### config.mk
export PLATFORM = sky130hd
export DESIGN_NAME = break_framed_bus_transceiver_flat
export DESIGN_NICKNAME = d
export VERILOG_FILES = /design/src/rtl/bfbt_pkg.sv /design/src/rtl/bfbt_if.sv /design/src/rtl/break_framed_bus_transceiver.sv /design/src/rtl/bfbt_ram.sv /design/src/rtl/bfbt_ctrl.sv /design/src/rtl/bfbt_dp.sv /design/src/flat_wrapper.sv
export SDC_FILE = /design/constraint.sdc
export NUM_CORES = 1
export LEC_CHECK = 0
export BUFFER_PORTS_ARGS = -buffer_cell sky130_fd_sc_hd__buf_2
export CORE_UTILIZATION = 65
export CTS_CLUSTER_SIZE = 14
export DETAILED_ROUTE_END_ITERATION = 10
export HOLD_SLACK_MARGIN = 0.1
export PLACE_DENSITY = 0.85
export SLEW_MARGIN = 10
export SYNTH_ARGS = -nofsm -noshare
export SYNTH_HDL_FRONTEND = slang
export SYNTH_SLANG_ARGS = --single-unit
### constraint.sdc
create_clock -name clk -period 5.9 [get_ports clk]
set_input_delay 0.295 -clock clk [delete_from_list [all_inputs] [get_ports clk]]
set_output_delay 0.295 -clock clk [all_outputs]
set_load 0.005 [all_outputs]
### src/rtl/bfbt_pkg.sv
package bfbt_pkg;

  localparam int FRAME_DEPTH = 32;
  localparam int CNT_W       = $clog2(FRAME_DEPTH + 1);
  localparam int ADDR_W      = $clog2(FRAME_DEPTH);
  localparam int PADDR_W     = 3;
  localparam int PDATA_W     = 32;
  localparam int WD_W        = 16;

  typedef logic [1:0] req_t;
  typedef logic [2:0] kind_t;
  typedef logic [2:0] status_t;
  typedef logic [1:0] phase_t;

  localparam logic [WD_W-1:0] ECHO_TIMEOUT_RST = 16'd200;

  localparam logic [PADDR_W-3:0] REG_ECHO_TIMEOUT = '0;

  localparam req_t REQ_RX    = 2'd0;
  localparam req_t REQ_BREAK = 2'd1;
  localparam req_t REQ_TICK  = 2'd2;
  localparam req_t REQ_TX    = 2'd3;

  localparam kind_t KIND_FRAME   = 3'd0;
  localparam kind_t KIND_SEND    = 3'd1;
  localparam kind_t KIND_BRK_ON  = 3'd2;
  localparam kind_t KIND_BRK_OFF = 3'd3;
  localparam kind_t KIND_STATUS  = 3'd4;

  localparam status_t ST_ECHOED    = 3'd0;
  localparam status_t ST_DONE      = 3'd1;
  localparam status_t ST_TIMEOUT   = 3'd2;
  localparam status_t ST_COLLISION = 3'd3;
  localparam status_t ST_BUSY      = 3'd4;

  localparam phase_t PH_IDLE = 2'd0;
  localparam phase_t PH_ECHO = 2'd1;
  localparam phase_t PH_OPEN = 2'd2;
  localparam phase_t PH_BRK  = 2'd3;

  localparam logic [CNT_W-1:0] FRAME_LEN_PAIR  = CNT_W'(2);
  localparam logic [CNT_W-1:0] FRAME_LEN_SHORT = CNT_W'(4);

  typedef struct packed {
    logic    latch;
    logic    store;
    logic    emit;
    kind_t   emit_kind;
    status_t emit_status;
    logic    set_phase;
    phase_t  phase_val;
    logic    set_swl;
    logic    clr_swl;
    logic    set_to;
    logic    clr_to;
    logic    load_wd;
    logic    dec_wd;
    logic    clr_count;
    logic    end_frame;
    logic    idx_clr;
    logic    idx_inc;
  } cmd_t;

  typedef struct packed {
    req_t   req;
    phase_t phase;
    logic   swl;
    logic   timed_out;
    logic   wd_expire;
    logic   frame_ok;
    logic   rd_last;
    logic   out_free;
  } stat_t;

endpackage

### src/rtl/bfbt_if.sv
interface bfbt_req_if;
  import bfbt_pkg::*;

  logic valid;
  logic ready;
  req_t req_type;
  logic [7:0] data;
  logic tx_last;

  modport source (output valid, output req_type, output data, output tx_last, input ready);
  modport sink (input valid, input req_type, input data, input tx_last, output ready);
endinterface

interface bfbt_res_if;
  import bfbt_pkg::*;

  logic valid;
  logic ready;
  kind_t kind;
  logic [7:0] data_res;
  logic last;
  status_t status;

  modport source (output valid, output kind, output data_res, output last, output status,
                  input ready);
  modport sink (input valid, input kind, input data_res, input last, input status,
                output ready);
endinterface

### src/rtl/break_framed_bus_transceiver.sv
// Half-duplex frame engine for a bus whose frames end in a line break.
// req_ch takes one event per item: received byte, break seen, watchdog tick,
// or byte to transmit (tx_last marks the telegram's final byte).
// res_ch returns frame bytes (last on the final one), bytes to put on the
// line, break on/off requests and transmit status codes.
// echo_timeout_ticks sits at byte address 0 of the APB port.
// Flow: an item is latched when req_ch takes it, then worked in S_EXEC.
// A break that closes a frame passes S_FRAME and, for each delivered byte,
// S_RD and S_FB; when it also ends a telegram, S_FINST sends the status
// first. Bytes stream from the frame buffer RAM (address, then registered
// read). The buffer holds 32 bytes counting the break, so at most 31 are
// delivered; longer frames are dropped.
// A single output register holds one result: req_ch is ready again while
// it waits, and the engine stalls only when it has a further result and
// res_ch still has not taken the previous one.
// Reset: empty buffer, transmitter idle, first frame after reset dropped,
// echo timeout 200 ticks; req_ch is not ready while rst is high.
module break_framed_bus_transceiver (
  input  logic                         clk,
  input  logic                         rst,
  bfbt_req_if.sink                     req_ch,
  bfbt_res_if.source                   res_ch,
  input  logic                         psel,
  input  logic                         penable,
  input  logic                         pwrite,
  input  logic [bfbt_pkg::PADDR_W-1:0] paddr,
  input  logic [bfbt_pkg::PDATA_W-1:0] pwdata,
  output logic [bfbt_pkg::PDATA_W-1:0] prdata,
  output logic                         pready
);
  import bfbt_pkg::*;

  cmd_t  cmd;
  stat_t st;
  logic  in_ready;

  assign pready       = 1'b1;
  assign req_ch.ready = in_ready;

  bfbt_ctrl u_ctrl (
    .clk      (clk),
    .rst      (rst),
    .in_valid (req_ch.valid),
    .in_ready (in_ready),
    .st       (st),
    .cmd      (cmd)
  );

  bfbt_dp u_dp (
    .clk          (clk),
    .rst          (rst),
    .cmd          (cmd),
    .st           (st),
    .in_req_type  (req_ch.req_type),
    .in_data      (req_ch.data),
    .in_tx_last   (req_ch.tx_last),
    .out_valid    (res_ch.valid),
    .out_ready    (res_ch.ready),
    .out_kind     (res_ch.kind),
    .out_data_res (res_ch.data_res),
    .out_last     (res_ch.last),
    .out_status   (res_ch.status),
    .psel         (psel),
    .penable      (penable),
    .pwrite       (pwrite),
    .paddr        (paddr),
    .pwdata       (pwdata),
    .prdata       (prdata)
  );

endmodule

### src/rtl/bfbt_ram.sv
module bfbt_ram #(
  parameter int WIDTH = 8,
  parameter int DEPTH = 32
) (
  input  logic                     clk,
  input  logic                     we,
  input  logic [$clog2(DEPTH)-1:0] waddr,
  input  logic [WIDTH-1:0]         wdata,
  input  logic [$clog2(DEPTH)-1:0] raddr,
  output logic [WIDTH-1:0]         rdata
);

  logic [WIDTH-1:0] mem [DEPTH];

  always_ff @(posedge clk) begin
    if (we) begin
      mem[waddr] <= wdata;
    end
    rdata <= mem[raddr];
  end

endmodule

### src/rtl/bfbt_ctrl.sv
module bfbt_ctrl (
  input  logic           clk,
  input  logic           rst,
  input  logic           in_valid,
  output logic           in_ready,
  input  bfbt_pkg::stat_t st,
  output bfbt_pkg::cmd_t  cmd
);
  import bfbt_pkg::*;

  localparam logic [2:0] S_IDLE  = 3'd0;
  localparam logic [2:0] S_EXEC  = 3'd1;
  localparam logic [2:0] S_BRKON = 3'd2;
  localparam logic [2:0] S_FINST = 3'd3;
  localparam logic [2:0] S_FRAME = 3'd4;
  localparam logic [2:0] S_RD    = 3'd5;
  localparam logic [2:0] S_FB    = 3'd6;

  logic [2:0] state;
  logic [2:0] state_next;
  logic       in_txn;

  assign in_ready = (state == S_IDLE) && !rst;
  assign in_txn   = (st.phase == PH_ECHO) || (st.phase == PH_OPEN);

  always_ff @(posedge clk) begin
    if (rst) begin
      state <= S_IDLE;
    end else begin
      state <= state_next;
    end
  end

  always_comb begin
    cmd        = '0;
    state_next = state;
    unique case (state)
      S_IDLE: begin
        if (in_valid) begin
          cmd.latch  = 1'b1;
          state_next = S_EXEC;
        end
      end
      S_EXEC: begin
        unique case (st.req)
          REQ_RX: begin
            if (st.phase != PH_ECHO) begin
              cmd.store  = 1'b1;
              state_next = S_IDLE;
            end else if (st.out_free) begin
              cmd.store       = 1'b1;
              cmd.emit        = 1'b1;
              cmd.emit_kind   = KIND_STATUS;
              cmd.emit_status = ST_ECHOED;
              if (st.swl) begin
                state_next = S_BRKON;
              end else begin
                cmd.set_phase = 1'b1;
                cmd.phase_val = PH_OPEN;
                state_next    = S_IDLE;
              end
            end
          end
          REQ_BREAK: begin
            if (in_txn) begin
              if (st.out_free) begin
                cmd.emit        = 1'b1;
                cmd.emit_kind   = KIND_STATUS;
                cmd.emit_status = ST_COLLISION;
                cmd.set_phase   = 1'b1;
                cmd.phase_val   = PH_IDLE;
                cmd.clr_swl     = 1'b1;
                cmd.clr_to      = 1'b1;
                state_next      = S_IDLE;
              end
            end else if (st.phase == PH_BRK) begin
              if (st.out_free) begin
                cmd.emit      = 1'b1;
                cmd.emit_kind = KIND_BRK_OFF;
                state_next    = S_FINST;
              end
            end else begin
              state_next = S_FRAME;
            end
          end
          REQ_TICK: begin
            if ((st.phase == PH_ECHO || st.phase == PH_BRK) && st.wd_expire) begin
              if (st.out_free) begin
                cmd.emit = 1'b1;
                if (st.phase == PH_ECHO) begin
                  cmd.set_to    = 1'b1;
                  cmd.emit_kind = KIND_BRK_ON;
                  cmd.set_phase = 1'b1;
                  cmd.phase_val = PH_BRK;
                  cmd.load_wd   = 1'b1;
                  state_next    = S_IDLE;
                end else begin
                  cmd.dec_wd    = 1'b1;
                  cmd.emit_kind = KIND_BRK_OFF;
                  state_next    = S_FINST;
                end
              end
            end else begin
              cmd.dec_wd = (st.phase == PH_ECHO) || (st.phase == PH_BRK);
              state_next = S_IDLE;
            end
          end
          REQ_TX: begin
            if (st.out_free) begin
              cmd.emit   = 1'b1;
              state_next = S_IDLE;
              if (st.phase == PH_ECHO || st.phase == PH_BRK) begin
                cmd.emit_kind   = KIND_STATUS;
                cmd.emit_status = ST_BUSY;
              end else begin
                cmd.clr_count = (st.phase == PH_IDLE);
                cmd.clr_to    = (st.phase == PH_IDLE);
                cmd.emit_kind = KIND_SEND;
                cmd.set_swl   = 1'b1;
                cmd.set_phase = 1'b1;
                cmd.phase_val = PH_ECHO;
                cmd.load_wd   = 1'b1;
              end
            end
          end
        endcase
      end
      S_BRKON: begin
        if (st.out_free) begin
          cmd.emit      = 1'b1;
          cmd.emit_kind = KIND_BRK_ON;
          cmd.set_phase = 1'b1;
          cmd.phase_val = PH_BRK;
          cmd.load_wd   = 1'b1;
          state_next    = S_IDLE;
        end
      end
      S_FINST: begin
        if (st.out_free) begin
          cmd.emit        = 1'b1;
          cmd.emit_kind   = KIND_STATUS;
          cmd.emit_status = st.timed_out ? ST_TIMEOUT : ST_DONE;
          cmd.set_phase   = 1'b1;
          cmd.phase_val   = PH_IDLE;
          cmd.clr_to      = 1'b1;
          cmd.clr_swl     = 1'b1;
          state_next      = (st.req == REQ_BREAK) ? S_FRAME : S_IDLE;
        end
      end
      S_FRAME: begin
        if (st.frame_ok) begin
          cmd.idx_clr = 1'b1;
          state_next  = S_RD;
        end else begin
          cmd.end_frame = 1'b1;
          state_next    = S_IDLE;
        end
      end
      S_RD: begin
        state_next = S_FB;
      end
      S_FB: begin
        if (st.out_free) begin
          cmd.emit      = 1'b1;
          cmd.emit_kind = KIND_FRAME;
          if (st.rd_last) begin
            cmd.end_frame = 1'b1;
            state_next    = S_IDLE;
          end else begin
            cmd.idx_inc = 1'b1;
            state_next  = S_RD;
          end
        end
      end
      default: begin
        state_next = S_IDLE;
      end
    endcase
  end

endmodule

### src/rtl/bfbt_dp.sv
module bfbt_dp (
  input  logic                         clk,
  input  logic                         rst,
  input  bfbt_pkg::cmd_t               cmd,
  output bfbt_pkg::stat_t              st,
  input  bfbt_pkg::req_t               in_req_type,
  input  logic [7:0]                   in_data,
  input  logic                         in_tx_last,
  output logic                         out_valid,
  input  logic                         out_ready,
  output bfbt_pkg::kind_t              out_kind,
  output logic [7:0]                   out_data_res,
  output logic                         out_last,
  output bfbt_pkg::status_t            out_status,
  input  logic                         psel,
  input  logic                         penable,
  input  logic                         pwrite,
  input  logic [bfbt_pkg::PADDR_W-1:0] paddr,
  input  logic [bfbt_pkg::PDATA_W-1:0] pwdata,
  output logic [bfbt_pkg::PDATA_W-1:0] prdata
);
  import bfbt_pkg::*;

  req_t             req;
  logic [7:0]       data;
  logic             tx_last;
  logic [WD_W-1:0]  echo_timeout_ticks;
  logic [CNT_W-1:0] frame_count;
  logic             drop_pending;
  phase_t           tx_phase;
  logic [WD_W-1:0]  watchdog;
  logic             sent_was_last;
  logic             tx_timed_out;
  logic [ADDR_W-1:0] idx;
  logic [7:0]       rdata;
  logic             full;
  logic [CNT_W-1:0] total;
  logic             cfg_wr;
  logic             cfg_hit;
  logic [WD_W-1:0]  wd_load;
  logic             rd_last;

  assign full    = (frame_count == CNT_W'(FRAME_DEPTH));
  assign total   = full ? frame_count : frame_count + CNT_W'(1);
  assign rd_last = (CNT_W'(idx) + FRAME_LEN_PAIR) == total;
  assign wd_load = (echo_timeout_ticks == '0) ? WD_W'(1) : echo_timeout_ticks;
  assign cfg_hit = (paddr[PADDR_W-1:2] == REG_ECHO_TIMEOUT);
  assign cfg_wr  = psel && penable && pwrite && cfg_hit;
  assign prdata  = cfg_hit ? PDATA_W'(echo_timeout_ticks) : '0;

  assign st.req       = req;
  assign st.phase     = tx_phase;
  assign st.swl       = sent_was_last;
  assign st.timed_out = tx_timed_out;
  assign st.wd_expire = (watchdog <= WD_W'(1));
  assign st.frame_ok  = !(drop_pending || full) &&
                        ((total == FRAME_LEN_PAIR) || (total > FRAME_LEN_SHORT));
  assign st.rd_last   = rd_last;
  assign st.out_free  = !out_valid || out_ready;

  bfbt_ram #(.WIDTH(8), .DEPTH(FRAME_DEPTH)) u_store (
    .clk   (clk),
    .we    (cmd.store && !full),
    .waddr (frame_count[ADDR_W-1:0]),
    .wdata (data),
    .raddr (idx),
    .rdata (rdata)
  );

  always_ff @(posedge clk) begin
    if (cmd.latch) begin
      req     <= in_req_type;
      data    <= in_data;
      tx_last <= in_tx_last;
    end
    if (cmd.idx_clr) begin
      idx <= '0;
    end else if (cmd.idx_inc) begin
      idx <= idx + ADDR_W'(1);
    end
    if (cmd.emit) begin
      out_kind     <= cmd.emit_kind;
      out_status   <= cmd.emit_status;
      out_last     <= (cmd.emit_kind == KIND_FRAME) && rd_last;
      if (cmd.emit_kind == KIND_SEND) begin
        out_data_res <= data;
      end else if (cmd.emit_kind == KIND_FRAME) begin
        out_data_res <= rdata;
      end else begin
        out_data_res <= '0;
      end
    end
  end

  always_ff @(posedge clk) begin
    if (rst) begin
      echo_timeout_ticks <= ECHO_TIMEOUT_RST;
      frame_count        <= '0;
      drop_pending       <= 1'b1;
      tx_phase           <= PH_IDLE;
      watchdog           <= '0;
      sent_was_last      <= 1'b0;
      tx_timed_out       <= 1'b0;
      out_valid          <= 1'b0;
    end else begin
      if (cfg_wr) begin
        echo_timeout_ticks <= pwdata[WD_W-1:0];
      end
      if (cmd.clr_count || cmd.end_frame) begin
        frame_count <= '0;
      end else if (cmd.store && !full) begin
        frame_count <= frame_count + CNT_W'(1);
      end
      if (cmd.end_frame) begin
        drop_pending <= 1'b0;
      end else if (cmd.store && full) begin
        drop_pending <= 1'b1;
      end
      if (cmd.set_phase) begin
        tx_phase <= cmd.phase_val;
      end
      if (cmd.load_wd) begin
        watchdog <= wd_load;
      end else if (cmd.dec_wd && watchdog != '0) begin
        watchdog <= watchdog - WD_W'(1);
      end
      if (cmd.set_swl) begin
        sent_was_last <= tx_last;
      end else if (cmd.clr_swl) begin
        sent_was_last <= 1'b0;
      end
      if (cmd.set_to) begin
        tx_timed_out <= 1'b1;
      end else if (cmd.clr_to) begin
        tx_timed_out <= 1'b0;
      end
      if (cmd.emit) begin
        out_valid <= 1'b1;
      end else if (out_ready) begin
        out_valid <= 1'b0;
      end
    end
  end

endmodule

### src/flat_wrapper.sv
// flat-port wrapper written by rule: the top's interface ports become plain ports
module break_framed_bus_transceiver_flat import bfbt_pkg::*;
  (clk, rst, psel, penable, pwrite, paddr, pwdata, prdata, pready, req_ch_valid, req_ch_req_type, req_ch_data, req_ch_tx_last, req_ch_ready, res_ch_valid, res_ch_kind, res_ch_data_res, res_ch_last, res_ch_status, res_ch_ready);
  bfbt_req_if req_ch_i ();
  bfbt_res_if res_ch_i ();
  input  logic clk;
  input  logic rst;
  input  logic psel;
  input  logic penable;
  input  logic pwrite;
  input  logic [bfbt_pkg::PADDR_W-1:0] paddr;
  input  logic [bfbt_pkg::PDATA_W-1:0] pwdata;
  output logic [bfbt_pkg::PDATA_W-1:0] prdata;
  output logic pready;
  input wire logic [$bits(req_ch_i.valid)-1:0] req_ch_valid;
  input wire logic [$bits(req_ch_i.req_type)-1:0] req_ch_req_type;
  input wire logic [$bits(req_ch_i.data)-1:0] req_ch_data;
  input wire logic [$bits(req_ch_i.tx_last)-1:0] req_ch_tx_last;
  output wire logic [$bits(req_ch_i.ready)-1:0] req_ch_ready;
  output wire logic [$bits(res_ch_i.valid)-1:0] res_ch_valid;
  output wire logic [$bits(res_ch_i.kind)-1:0] res_ch_kind;
  output wire logic [$bits(res_ch_i.data_res)-1:0] res_ch_data_res;
  output wire logic [$bits(res_ch_i.last)-1:0] res_ch_last;
  output wire logic [$bits(res_ch_i.status)-1:0] res_ch_status;
  input wire logic [$bits(res_ch_i.ready)-1:0] res_ch_ready;
  assign req_ch_i.valid = req_ch_valid;
  assign req_ch_i.req_type = req_ch_req_type;
  assign req_ch_i.data = req_ch_data;
  assign req_ch_i.tx_last = req_ch_tx_last;
  assign req_ch_ready = req_ch_i.ready;
  assign res_ch_valid = res_ch_i.valid;
  assign res_ch_kind = res_ch_i.kind;
  assign res_ch_data_res = res_ch_i.data_res;
  assign res_ch_last = res_ch_i.last;
  assign res_ch_status = res_ch_i.status;
  assign res_ch_i.ready = res_ch_ready;
  break_framed_bus_transceiver u_core (.clk(clk), .rst(rst), .req_ch(req_ch_i), .res_ch(res_ch_i), .psel(psel), .penable(penable), .pwrite(pwrite), .paddr(paddr), .pwdata(pwdata), .prdata(prdata), .pready(pready));
endmodule
==> results.py, run 1 <==
metrics = {
    "sta": {
        "fin_tns_setup_ns": 0,
        "slew_violations": 0,
        "min_period_over_period": 0.584,
        "fmax_mhz": 290,
        "hold_viol": 0,
        "rsz0062_at_grt": "no",
        "worst_slew_pin_slew_ns": 1.27,
        "period_needed_ns": 3.44,
        "finalClockSkew_ns": 0.0200,
        "finalSetupViolCount": 0,
        "slew_headroom": 0.150,
    },
    "placement": {
        "gp_congestion": 0.927,
        "hpwl_um": 19400,
        "placed_cells": 1292,
        "numPortBuffers": 67,
    },
    "power_and_ir_drop": {
        "peakVddDrop_mv": 0.302,
        "leakage_nw": 5.73,
        "p_per_area_nw_per_um2": 319,
    },
    "synth": {
        "synth_cell_types": 71,
        "synth_edf_count": 282,
        "syn_inst": 995,
        "yosys_register_bits": 342,
        "synthTopCellsByArea": "edfxtp_1, mux4_2, dfxtp_1, mux2i_1, nand2_1",
        "ys_async_sr_fraction": 0,
        "syn_area_per_cell_um2": 14.6,
        "yosysWarnings": 0,
        "synth.cell_area_um2": 14600,
        "synth_top_area_share": 0.581,
        "synth_area_leader_cell": "edfxtp_1",
        "synth_top_flop_cell": "edfxtp_1",
        "synth_seq_area_share": 0.663,
    },
    "cells_and_area": {
        "final_common_cell": "edfxtp_1",
        "num-fill-cells": 1245,
        "final_cell_mix": "edfxtp_1, nand2_1, buf_2",
        "nets": 1141,
        "drive_gt1_frac": 0.176,
        "syn2layout_area_growth_pct": 12.3,
        "antennaDiodeCount": 0,
        "regArea_um2": 9670,
        "multiInputGateArea_um2": 4520,
        "layout.cells.non_filler": 1379,
    },
    "worst_setup_path": {
        "critical_path.max_fanout": 19,
        "worstSetupPathType": "flip-flop to flip-flop",
        "critPathLaunchType": "flip-flop",
        "slowest_delay_ns": 0.84,
        "crit_path_end_kind": "flip-flop",
        "crit_required_ns": 6.04,
        "crit_slowest_cell": "nor2_1",
        "path_cells": "nor3b_1, nand3_1, nor2_2, nand2_1, nor2_1",
        "arrival_ns": 3.59,
    },
    "clock_network": {
        "clock_latency_ns": 0.52,
        "numCtsBuffers": 35,
        "cts_sinks": 342,
        "clkTransAtPathRegs_ns": 0.06,
        "clock-root-buffer": "clkbuf_16",
        "cts_buffer_depth": 3,
        "htree_levels": 2,
        "cts_tree": "yes",
        "cts_setup_buffers": 0,
    },
    "route": {
        "antenna_left": 0,
        "vias_per_cell": 6.65,
        "vias": 9174,
        "drt-initial-drc-count": 1115,
        "dr.pass1.iters": 6,
        "wire_per_inst_um": 24.8,
        "drc_errors": 0,
        "detail_route.wirelength_um": 34100,
    },
    "floorplanning": {
        "core-area_um2": 21900,
        "die_y_um": 152,
        "fp.dieW_um": 152,
        "die_area_um2": 23000,
        "io_pins": 103,
        "start_util": 0.666,
        "num_rows": 54,
    },
    "grt": {
        "grt_pass1_vias": 8911,
        "antenna_found_initial": 0,
        "grtUsageTotal": 0.307,
        "overflow": 0,
        "grt_pass1_wl_um": 51200,
        "grt_max_degree": 54,
    },
    "min_path": {
        "worstHoldPathType": "primary input to flip-flop",
    },
    "status": {
        "outcome": "complete, no violations",
    },
    "flow_run": {
        "maxCapViolCount": 0,
    },
}
## cell families after synthesis
group | share of synthesized area
AND/OR/NAND/NOR | 0.0938
buffers and inverters | 0.0309
AO/OA/AOI/OAI | 0.0688
adder cells (fa/ha/maj) | 0.0103
XOR/XNOR | 0.00961
flip-flops | 0.663
multiplexers | 0.123
other | 0.000515
## final cells by class
cell class	count	area share
Inverter	22	0.00504
Clock inverter	10	0.00619
Sequential cell	342	0.591
Timing Repair Buffer	100	0.0397
Clock buffer	50	0.0608
Multi-Input combinational cell	575	0.276
Tap cell	280	0.0214
## synthesized netlist by cell type (all sizes together) (13+ instances only)
cell	number
mux2i	56
inv	21
edfxtp	282
nand2	70
dfxtp	60
nor4	13
nor2b	16
nand3	23
mux4	54
clkbuf	31
nor2	65
o21ai	38
buf	40
a21oi	41
## power by group
part	internal [W]	total (W)	switching [W]
sequential	0.00266	0.00274	0.0000782
combinational	0.000149	0.000344	0.000196
clock	0.00126	0.00213	0.000872
total	0.00407	0.00522	0.00115
## state kept, by name (all words and copies together), names as in the netlist, 3 cells and up
name / count
u_core.u_dp.data: 8
u_core.u_dp.out_kind: 3
u_core.u_ctrl.state: 3
u_core.u_dp.out_data_res: 8
u_core.u_dp.watchdog: 16
u_core.u_dp.u_store.rdata: 8
u_core.u_dp.frame_count: 6
u_core.u_dp.echo_timeout_ticks: 16
u_core.u_dp.u_store.mem: 256
u_core.u_dp.out_status: 3
u_core.u_dp.idx: 5
## final timing paths
kind	from	slack [ns]	cells past startpoint	endpoint
worst max-delay path	u_core.u_ctrl.state[0]	2.46	5	u_core.u_dp.u_store.mem[30][0]
worst min register to register	u_core.u_dp.echo_timeout_ticks[0]	0.48	2	u_core.u_dp.echo_timeout_ticks[0]
worst max register to register	u_core.u_ctrl.state[0]	2.46	5	u_core.u_dp.u_store.mem[30][0]
worst min-delay path	req_ch_valid	0.28	4	u_core.u_ctrl.state[0]
## critical path, delay by kind of cell (launching register included)
kind / cells / cell delay [ns]
AND/OR/NAND/NOR: 5 / 2.38
flip-flops: 1 / 0.69
## metrics by stage
stage	hold slack, ns	worst slack (ns)	instance area [um^2]	util	power (W)
final	0.277	2.46	16400	0.748	0.00522
after global routing	0.323	2.31	16400	0.748	0.00534
after CTS	0.262	2.54	16400	0.748	0.00521
after detailed placement	0.469	2.54	15000	0.685	0.00311
after global placement	0.461	2.62	15000	0.685	0.00309
after floorplan	0.394	3.17	14600	-	0.00300
## per-layer routing
metal | track usage | part of all wire | up-vias
met5 | 0 | 0 | -
met4 | 0.119 | 0.034 | 0
met3 | 0.0521 | 0.095 | 87
met2 | 0.495 | 0.49 | 552
met1 | 0.420 | 0.38 | 4554
li1 | - | - | 3981
## timing repair
item                                   in CTS  in global routing
endpoints found under the hold margin      27                  0
hold buffers                               27                  0
resized for setup                           0                  0
(Power assumes the default switching activity.)
==> run 2: changes to the inputs <==
--- a/config.mk
+++ b/config.mk
@@ -6,11 +6,11 @@
 export NUM_CORES = 1
 export LEC_CHECK = 0
 export BUFFER_PORTS_ARGS = -buffer_cell sky130_fd_sc_hd__buf_2
-export CORE_UTILIZATION = 65
+export CORE_UTILIZATION = 60
 export CTS_CLUSTER_SIZE = 14
 export DETAILED_ROUTE_END_ITERATION = 10
 export HOLD_SLACK_MARGIN = 0.1
-export PLACE_DENSITY = 0.85
+export PLACE_DENSITY = 0.79
 export SLEW_MARGIN = 10
 export SYNTH_ARGS = -nofsm -noshare
 export SYNTH_HDL_FRONTEND = slang
==> constraint.sdc (replaced) <==
create_clock -name clk -period 3.6 [get_ports clk]
set_input_delay 0.18 -clock clk [delete_from_list [all_inputs] [get_ports clk]]
set_output_delay 0.18 -clock clk [all_outputs]
set_load 0.005 [all_outputs]
==> results.py, run 2 (synthesis gave the netlist of run 1 again) <==
metrics = {
    "status": {
        "outcome": "complete, no violations",
    },
    "grt": {
        "grt_pass1_wl_um": 48200,
        "grt_pass1_vias": 8621,
        "grtUsageTotal": 0.263,
        "overflow": 0,
        "grt_max_degree": 58,
        "antenna_found_initial": 0,
    },
    "route": {
        "vias_per_cell": 6.11,
        "drt-initial-drc-count": 853,
        "antenna_left": 0,
        "dr.pass1.iters": 5,
        "detail_route.wirelength_um": 31500,
        "wire_per_inst_um": 21.4,
        "drc_errors": 0,
        "vias": 8971,
    },
    "worst_setup_path": {
        "worstSetupPathType": "flip-flop to flip-flop",
        "critical_path.max_fanout": 19,
        "crit_required_ns": 3.74,
        "crit_family": "simple AND/OR/NAND/NOR gates",
        "crit_top_cell": "nor2_2",
        "critPathBufInv": 0,
        "r2r_setup_slack_ns": 0.59,
        "critPathLaunchType": "flip-flop",
        "slowest_delay_ns": 0.75,
        "path_cells": "or3_1, nor2_2, nor2_2, nand2_1, nor2_1",
        "crit_path_end_kind": "flip-flop",
        "crit_slowest_cell": "nor2_1",
        "arrival_ns": 3.15,
    },
    "min_path": {
        "worstHoldPathType": "primary input to flip-flop",
    },
    "cells_and_area": {
        "num-fill-cells": 1536,
        "antennaDiodeCount": 0,
        "drive_gt1_frac": 0.211,
        "regMostFlops": "u_core.u_dp.u_store.mem",
        "final_common_cell": "edfxtp_1",
        "regArea_um2": 9670,
        "reg.largest.list": "u_core.u_dp.u_store.mem x256, u_core.u_dp.echo_timeout_ticks x16, u_core.u_dp.watchdog x16",
        "final_cell_mix": "edfxtp_1, nand2_1, buf_2",
        "largest_reg_flops": 256,
        "nets": 1187,
        "multiInputGateArea_um2": 4510,
        "final_core_util": 0.710,
        "syn2layout_area_growth_pct": 15.4,
    },
    "sta": {
        "period_needed_ns": 3.01,
        "fmax_mhz": 333,
        "finalSetupViolCount": 0,
        "fin_tns_setup_ns": 0,
        "slew_headroom": 0.153,
        "hold_viol": 0,
        "rsz0062_at_grt": "no",
        "worst_slew_pin_slew_ns": 1.27,
        "slew_violations": 0,
        "min_period_over_period": 0.835,
        "finalClockSkew_ns": 0.0151,
    },
    "power_and_ir_drop": {
        "p_per_area_nw_per_um2": 508,
        "p_sw_w": 0.00191,
        "p_sw_frac": 0.224,
        "pwr-share-clk": 0.408,
        "p_comb_frac": 0.071,
        "peakVddDrop_mv": 0.349,
        "p_seq_frac": 0.521,
        "p_int_w": 0.00663,
        "leakage_nw": 5.99,
    },
    "floorplanning": {
        "io_pins": 103,
        "fp.dieW_um": 158,
        "num_rows": 56,
        "start_util": 0.615,
        "die_y_um": 158,
        "core-area_um2": 23700,
        "die_area_um2": 24900,
    },
    "flow_run": {
        "maxCapViolCount": 0,
    },
    "clock_network": {
        "clock_latency_ns": 0.52,
        "htree_levels": 2,
        "clock-root-buffer": "clkbuf_16",
        "numCtsBuffers": 36,
        "cts_tree": "yes",
        "postCtsResizedCells": 0,
        "clkTransAtPathRegs_ns": 0.06,
        "cts_setup_buffers": 0,
        "cts_sinks": 342,
        "cts_buffer_depth": 3,
    },
    "placement": {
        "hpwl_um": 19500,
        "gp_congestion": 0.886,
        "numPortBuffers": 67,
    },
}
run 2: final timing paths:
kind | endpoint | cells past startpoint | startpoint
setup reg to reg | u_core.u_dp.u_store.mem[8][7] | 5 | u_core.u_dp.frame_count[2]
hold / removal | u_core.u_ctrl.state[0] | 4 | req_ch_valid
hold reg to reg | u_core.u_dp.echo_timeout_ticks[0] | 2 | u_core.u_dp.echo_timeout_ticks[0]
setup / recovery | u_core.u_dp.u_store.mem[8][7] | 5 | u_core.u_dp.frame_count[2]
run 2: metal layers:
layer  share of wire  track usage
met1            0.40        0.364
met2            0.48        0.425
met3           0.086       0.0460
met4           0.029       0.0902
met5               0            0
run 2: what timing repair did:
action / in CTS / in global routing
hold endpoints to repair: 27 / 0
hold buffers: 27 / 0
endpoints found under the setup margin: 0 / 0
run 2: worst reg2reg max path, delay by kind of cell, from the launching register on:
kind | cells | cell delay [ns]
simple gates | 5 | 1.94
flops | 1 | 0.70
run 2: layout make-up:
| class | count | area share |
|---|---|---|
| repair buffers | 145 | 0.0619 |
| clock buffers | 43 | 0.0551 |
| well taps | 319 | 0.0237 |
| multi-input cells | 575 | 0.268 |
| inverters | 22 | 0.00491 |
| clock inverters | 22 | 0.0111 |
| flip-flops and latches | 342 | 0.575 |
run 2: stage by stage:
step                cells  setup slack, ns  area [um^2]  power [W]  hold WS [ns]
floorplan            1010            0.867        14600    0.00491         0.279
global placement     1374            0.786        15400    0.00509         0.357
detailed placement   1374            0.668        15400    0.00511         0.358
CTS                  1466            0.604        16800    0.00857         0.135
global route         1468            0.379        16800    0.00878         0.158
finish               1468            0.594        16800    0.00854         0.143
run 2: power groups by stage:
stage               combinational [W]  clock (W)  sequential (W)
floorplan                    0.000419          0         0.00449
global placement             0.000554          0         0.00454
detailed placement           0.000563          0         0.00455
CTS                          0.000589    0.00352         0.00446
global route                 0.000659    0.00366         0.00446
finish                       0.000607    0.00348         0.00445
==> run 3: changes to the inputs <==
--- a/config.mk
+++ b/config.mk
@@ -5,12 +5,13 @@
 export SDC_FILE = /design/constraint.sdc
 export NUM_CORES = 1
 export LEC_CHECK = 0
+export ABC_AREA = 1
 export BUFFER_PORTS_ARGS = -buffer_cell sky130_fd_sc_hd__buf_2
-export CORE_UTILIZATION = 60
+export CORE_UTILIZATION = 55
 export CTS_CLUSTER_SIZE = 14
 export DETAILED_ROUTE_END_ITERATION = 10
 export HOLD_SLACK_MARGIN = 0.1
-export PLACE_DENSITY = 0.79
+export PLACE_DENSITY = 0.76
 export SLEW_MARGIN = 10
 export SYNTH_ARGS = -nofsm -noshare
 export SYNTH_HDL_FRONTEND = slang
==> constraint.sdc (replaced) <==
create_clock -name clk -period 2.5 [get_ports clk]
set_input_delay 0.125 -clock clk [delete_from_list [all_inputs] [get_ports clk]]
set_output_delay 0.125 -clock clk [all_outputs]
set_load 0.005 [all_outputs]
==> results.py, run 3 <==
metrics = {
    "route": {
        "drt-initial-drc-count": 1374,
        "antenna_left": 0,
        "drc_errors": 0,
        "vias": 11100,
        "dr.pass1.iters": 6,
        "detail_route.wirelength_um": 36900,
        "wire_per_inst_um": 19.2,
        "vias_per_cell": 5.75,
    },
    "grt": {
        "grt_util_met3": 0.0497,
        "grt_max_degree": 133,
        "grt_pass1_vias": 10600,
        "grt_pass1_wl_um": 57800,
        "grtUsageTotal": 0.268,
        "overflow": 0,
        "use_met1": 0.359,
        "grt_util_met2": 0.441,
        "grt_busiest_layer": "met2",
        "antenna_found_initial": 0,
    },
    "synth": {
        "ys_async_sr_fraction": 0,
        "synth_area_leader_cell": "edfxtp_1",
        "synth_seq_area_share": 0.647,
        "synth_common_cells": "edfxtp_1, nor2_1, o21ai_0, nand2_1, inv_1",
        "synth_edf_count": 282,
        "syn_inst": 1419,
        "synth_top_area_share": 0.567,
        "yosys_register_bits": 342,
        "yosysWarnings": 0,
        "synth.most_common_cell": "edfxtp_1",
        "synth_top_flop_cell": "edfxtp_1",
        "syn_area_per_cell_um2": 10.5,
        "synth.cell_area_um2": 14900,
        "synth_cell_types": 52,
        "synthTopCellsByArea": "edfxtp_1, dfxtp_1, nor2_1, o21ai_0, nand2_1",
    },
    "worst_setup_path": {
        "crit_slowest_cell": "edfxtp_1",
        "rr_worst_depth": 9,
        "worstSetupPathType": "flip-flop to flip-flop",
        "arrival_ns": 2.53,
        "critPathLaunchType": "flip-flop",
        "crit_path_end_kind": "flip-flop",
        "crit_required_ns": 2.71,
        "path_cells": "inv_2, nand2_1, inv_1, o211ai_2, nor2_2, nand2_1, buf_4, nor2_1, buf_4",
        "critical_path.max_fanout": 8,
        "slowest_delay_ns": 0.41,
    },
    "sta": {
        "finalSetupViolCount": 0,
        "hold_viol": 0,
        "worst_slew_pin_slew_ns": 1.06,
        "fmax_mhz": 431,
        "period_needed_ns": 2.32,
        "slew_headroom": 0.292,
        "finalClockSkew_ns": 0.00925,
        "fin_tns_setup_ns": 0,
        "whs_ns": 0.124,
        "min_period_over_period": 0.929,
        "slew_violations": 0,
        "rsz0062_at_grt": "no",
        "finalWorstSetupSlack_ns": 0.178,
    },
    "min_path": {
        "worstHoldPathCells": 3,
        "worstHoldPathType": "primary input to flip-flop",
    },
    "clock_network": {
        "cts_sinks": 342,
        "htree_levels": 2,
        "cts_buffer_depth": 3,
        "cts_tree": "yes",
        "numCtsBuffers": 35,
        "postCtsResizedCells": 0,
        "clkTransAtPathRegs_ns": 0.06,
        "clock-root-buffer": "clkbuf_16",
        "clock_latency_ns": 0.50,
    },
    "cells_and_area": {
        "final_cell_mix": "edfxtp_1, nor2_1, o21ai_0",
        "num-fill-cells": 2000,
        "final_common_cell": "edfxtp_1",
        "reg.largest.list": "u_core.u_dp.u_store.mem x256, u_core.u_dp.echo_timeout_ticks x16, u_core.u_dp.watchdog x16",
        "largest_reg_flops": 256,
        "regMostFlops": "u_core.u_dp.u_store.mem",
        "antennaDiodeCount": 0,
        "drive_gt1_frac": 0.163,
        "syn2layout_area_growth_pct": 16.3,
        "final_core_util": 0.660,
        "nets": 1632,
    },
    "placement": {
        "hpwl_um": 24200,
        "gp_congestion": 0.957,
        "numPortBuffers": 67,
        "place_ws_ns": 0.216,
    },
    "floorplanning": {
        "start_util": 0.567,
        "die_area_um2": 27800,
        "num_rows": 59,
        "core-area_um2": 26400,
        "fp.dieW_um": 167,
        "die_y_um": 167,
        "io_pins": 103,
    },
    "power_and_ir_drop": {
        "p_per_area_nw_per_um2": 702,
        "leakage_nw": 6.57,
        "peakVddDrop_mv": 0.457,
    },
    "status": {
        "outcome": "complete, no violations",
    },
    "flow_run": {
        "maxCapViolCount": 0,
    },
}
-- run 3: report_power, final --
part	switching, W	leakage [nW]	internal (W)
clock	0.00204	0.540	0.00285
sequential	0.0000981	3.04	0.00628
combinational	0.000611	2.99	0.000325
total	0.00275	6.57	0.00945
-- run 3: through the flow --
step	cells	power, W	instance area (um^2)
after detailed placement	1835	0.00737	16000
after global routing	1926	0.0126	17400
final	1926	0.0122	17400
after CTS	1926	0.0123	17400
after global placement	1835	0.00736	16000
after floorplan	1434	0.00703	15000
-- run 3: layer usage --
layer | vias to the layer above | part of all wire | routed length [um]
li1 | 5250 | - | -
met1 | 5200 | 0.41 | 15200
met2 | 543 | 0.47 | 17400
met3 | 76 | 0.088 | 3240
met4 | 0 | 0.029 | 1080
met5 | - | 0 | 0
-- run 3: what timing repair did --
item,in CTS,in global routing
endpoints found under the hold margin,47,0
hold buffers,30,0
setup buffers,0,0
-- run 3: worst paths after layout --
check	end	startpoint	slack (ns)
setup / recovery	u_core.u_dp.u_store.mem[25][4]	u_core.u_dp.req[0]	0.18
hold / removal	u_core.u_dp.echo_timeout_ticks[6]	penable	0.12
setup reg to reg	u_core.u_dp.u_store.mem[25][4]	u_core.u_dp.req[0]	0.18
hold reg to reg	u_core.u_dp.watchdog[9]	u_core.u_dp.watchdog[9]	0.50
-- run 3: critical path: cells and delay by family (launching register included) --
family / cells / cell delay, ns
AO/OA/AOI/OAI: 1 / 0.17
buffers and inverters: 4 / 0.69
flip-flops: 1 / 0.41
AND/OR/NAND/NOR: 4 / 0.75
-- run 3: area by class of cell --
| cell class | instances | area [um^2] | area share |
|---|---|---|---|
| Clock buffer | 49 | 1020 | 0.0586 |
| Clock inverter | 12 | 61.3 | 0.00353 |
| Inverter | 110 | 414 | 0.0238 |
| Multi-Input combinational cell | 897 | 4480 | 0.258 |
| Sequential cell | 342 | 9670 | 0.557 |
| Tap cell | 335 | 419 | 0.0241 |
| Timing Repair Buffer | 181 | 1320 | 0.0757 |
-- run 3: logic make-up after synthesis --
family / after synthesis / share of synthesized area
adders and majority gates: 12 / 0.0100
other: 2 / 0.000503
DFF: 342 / 0.647
xor gates and xnor gates: 11 / 0.00645
buffers and inverters: 195 / 0.0569
and+or+nand+nor: 536 / 0.156
AOI/OAI and AO/OA: 321 / 0.123
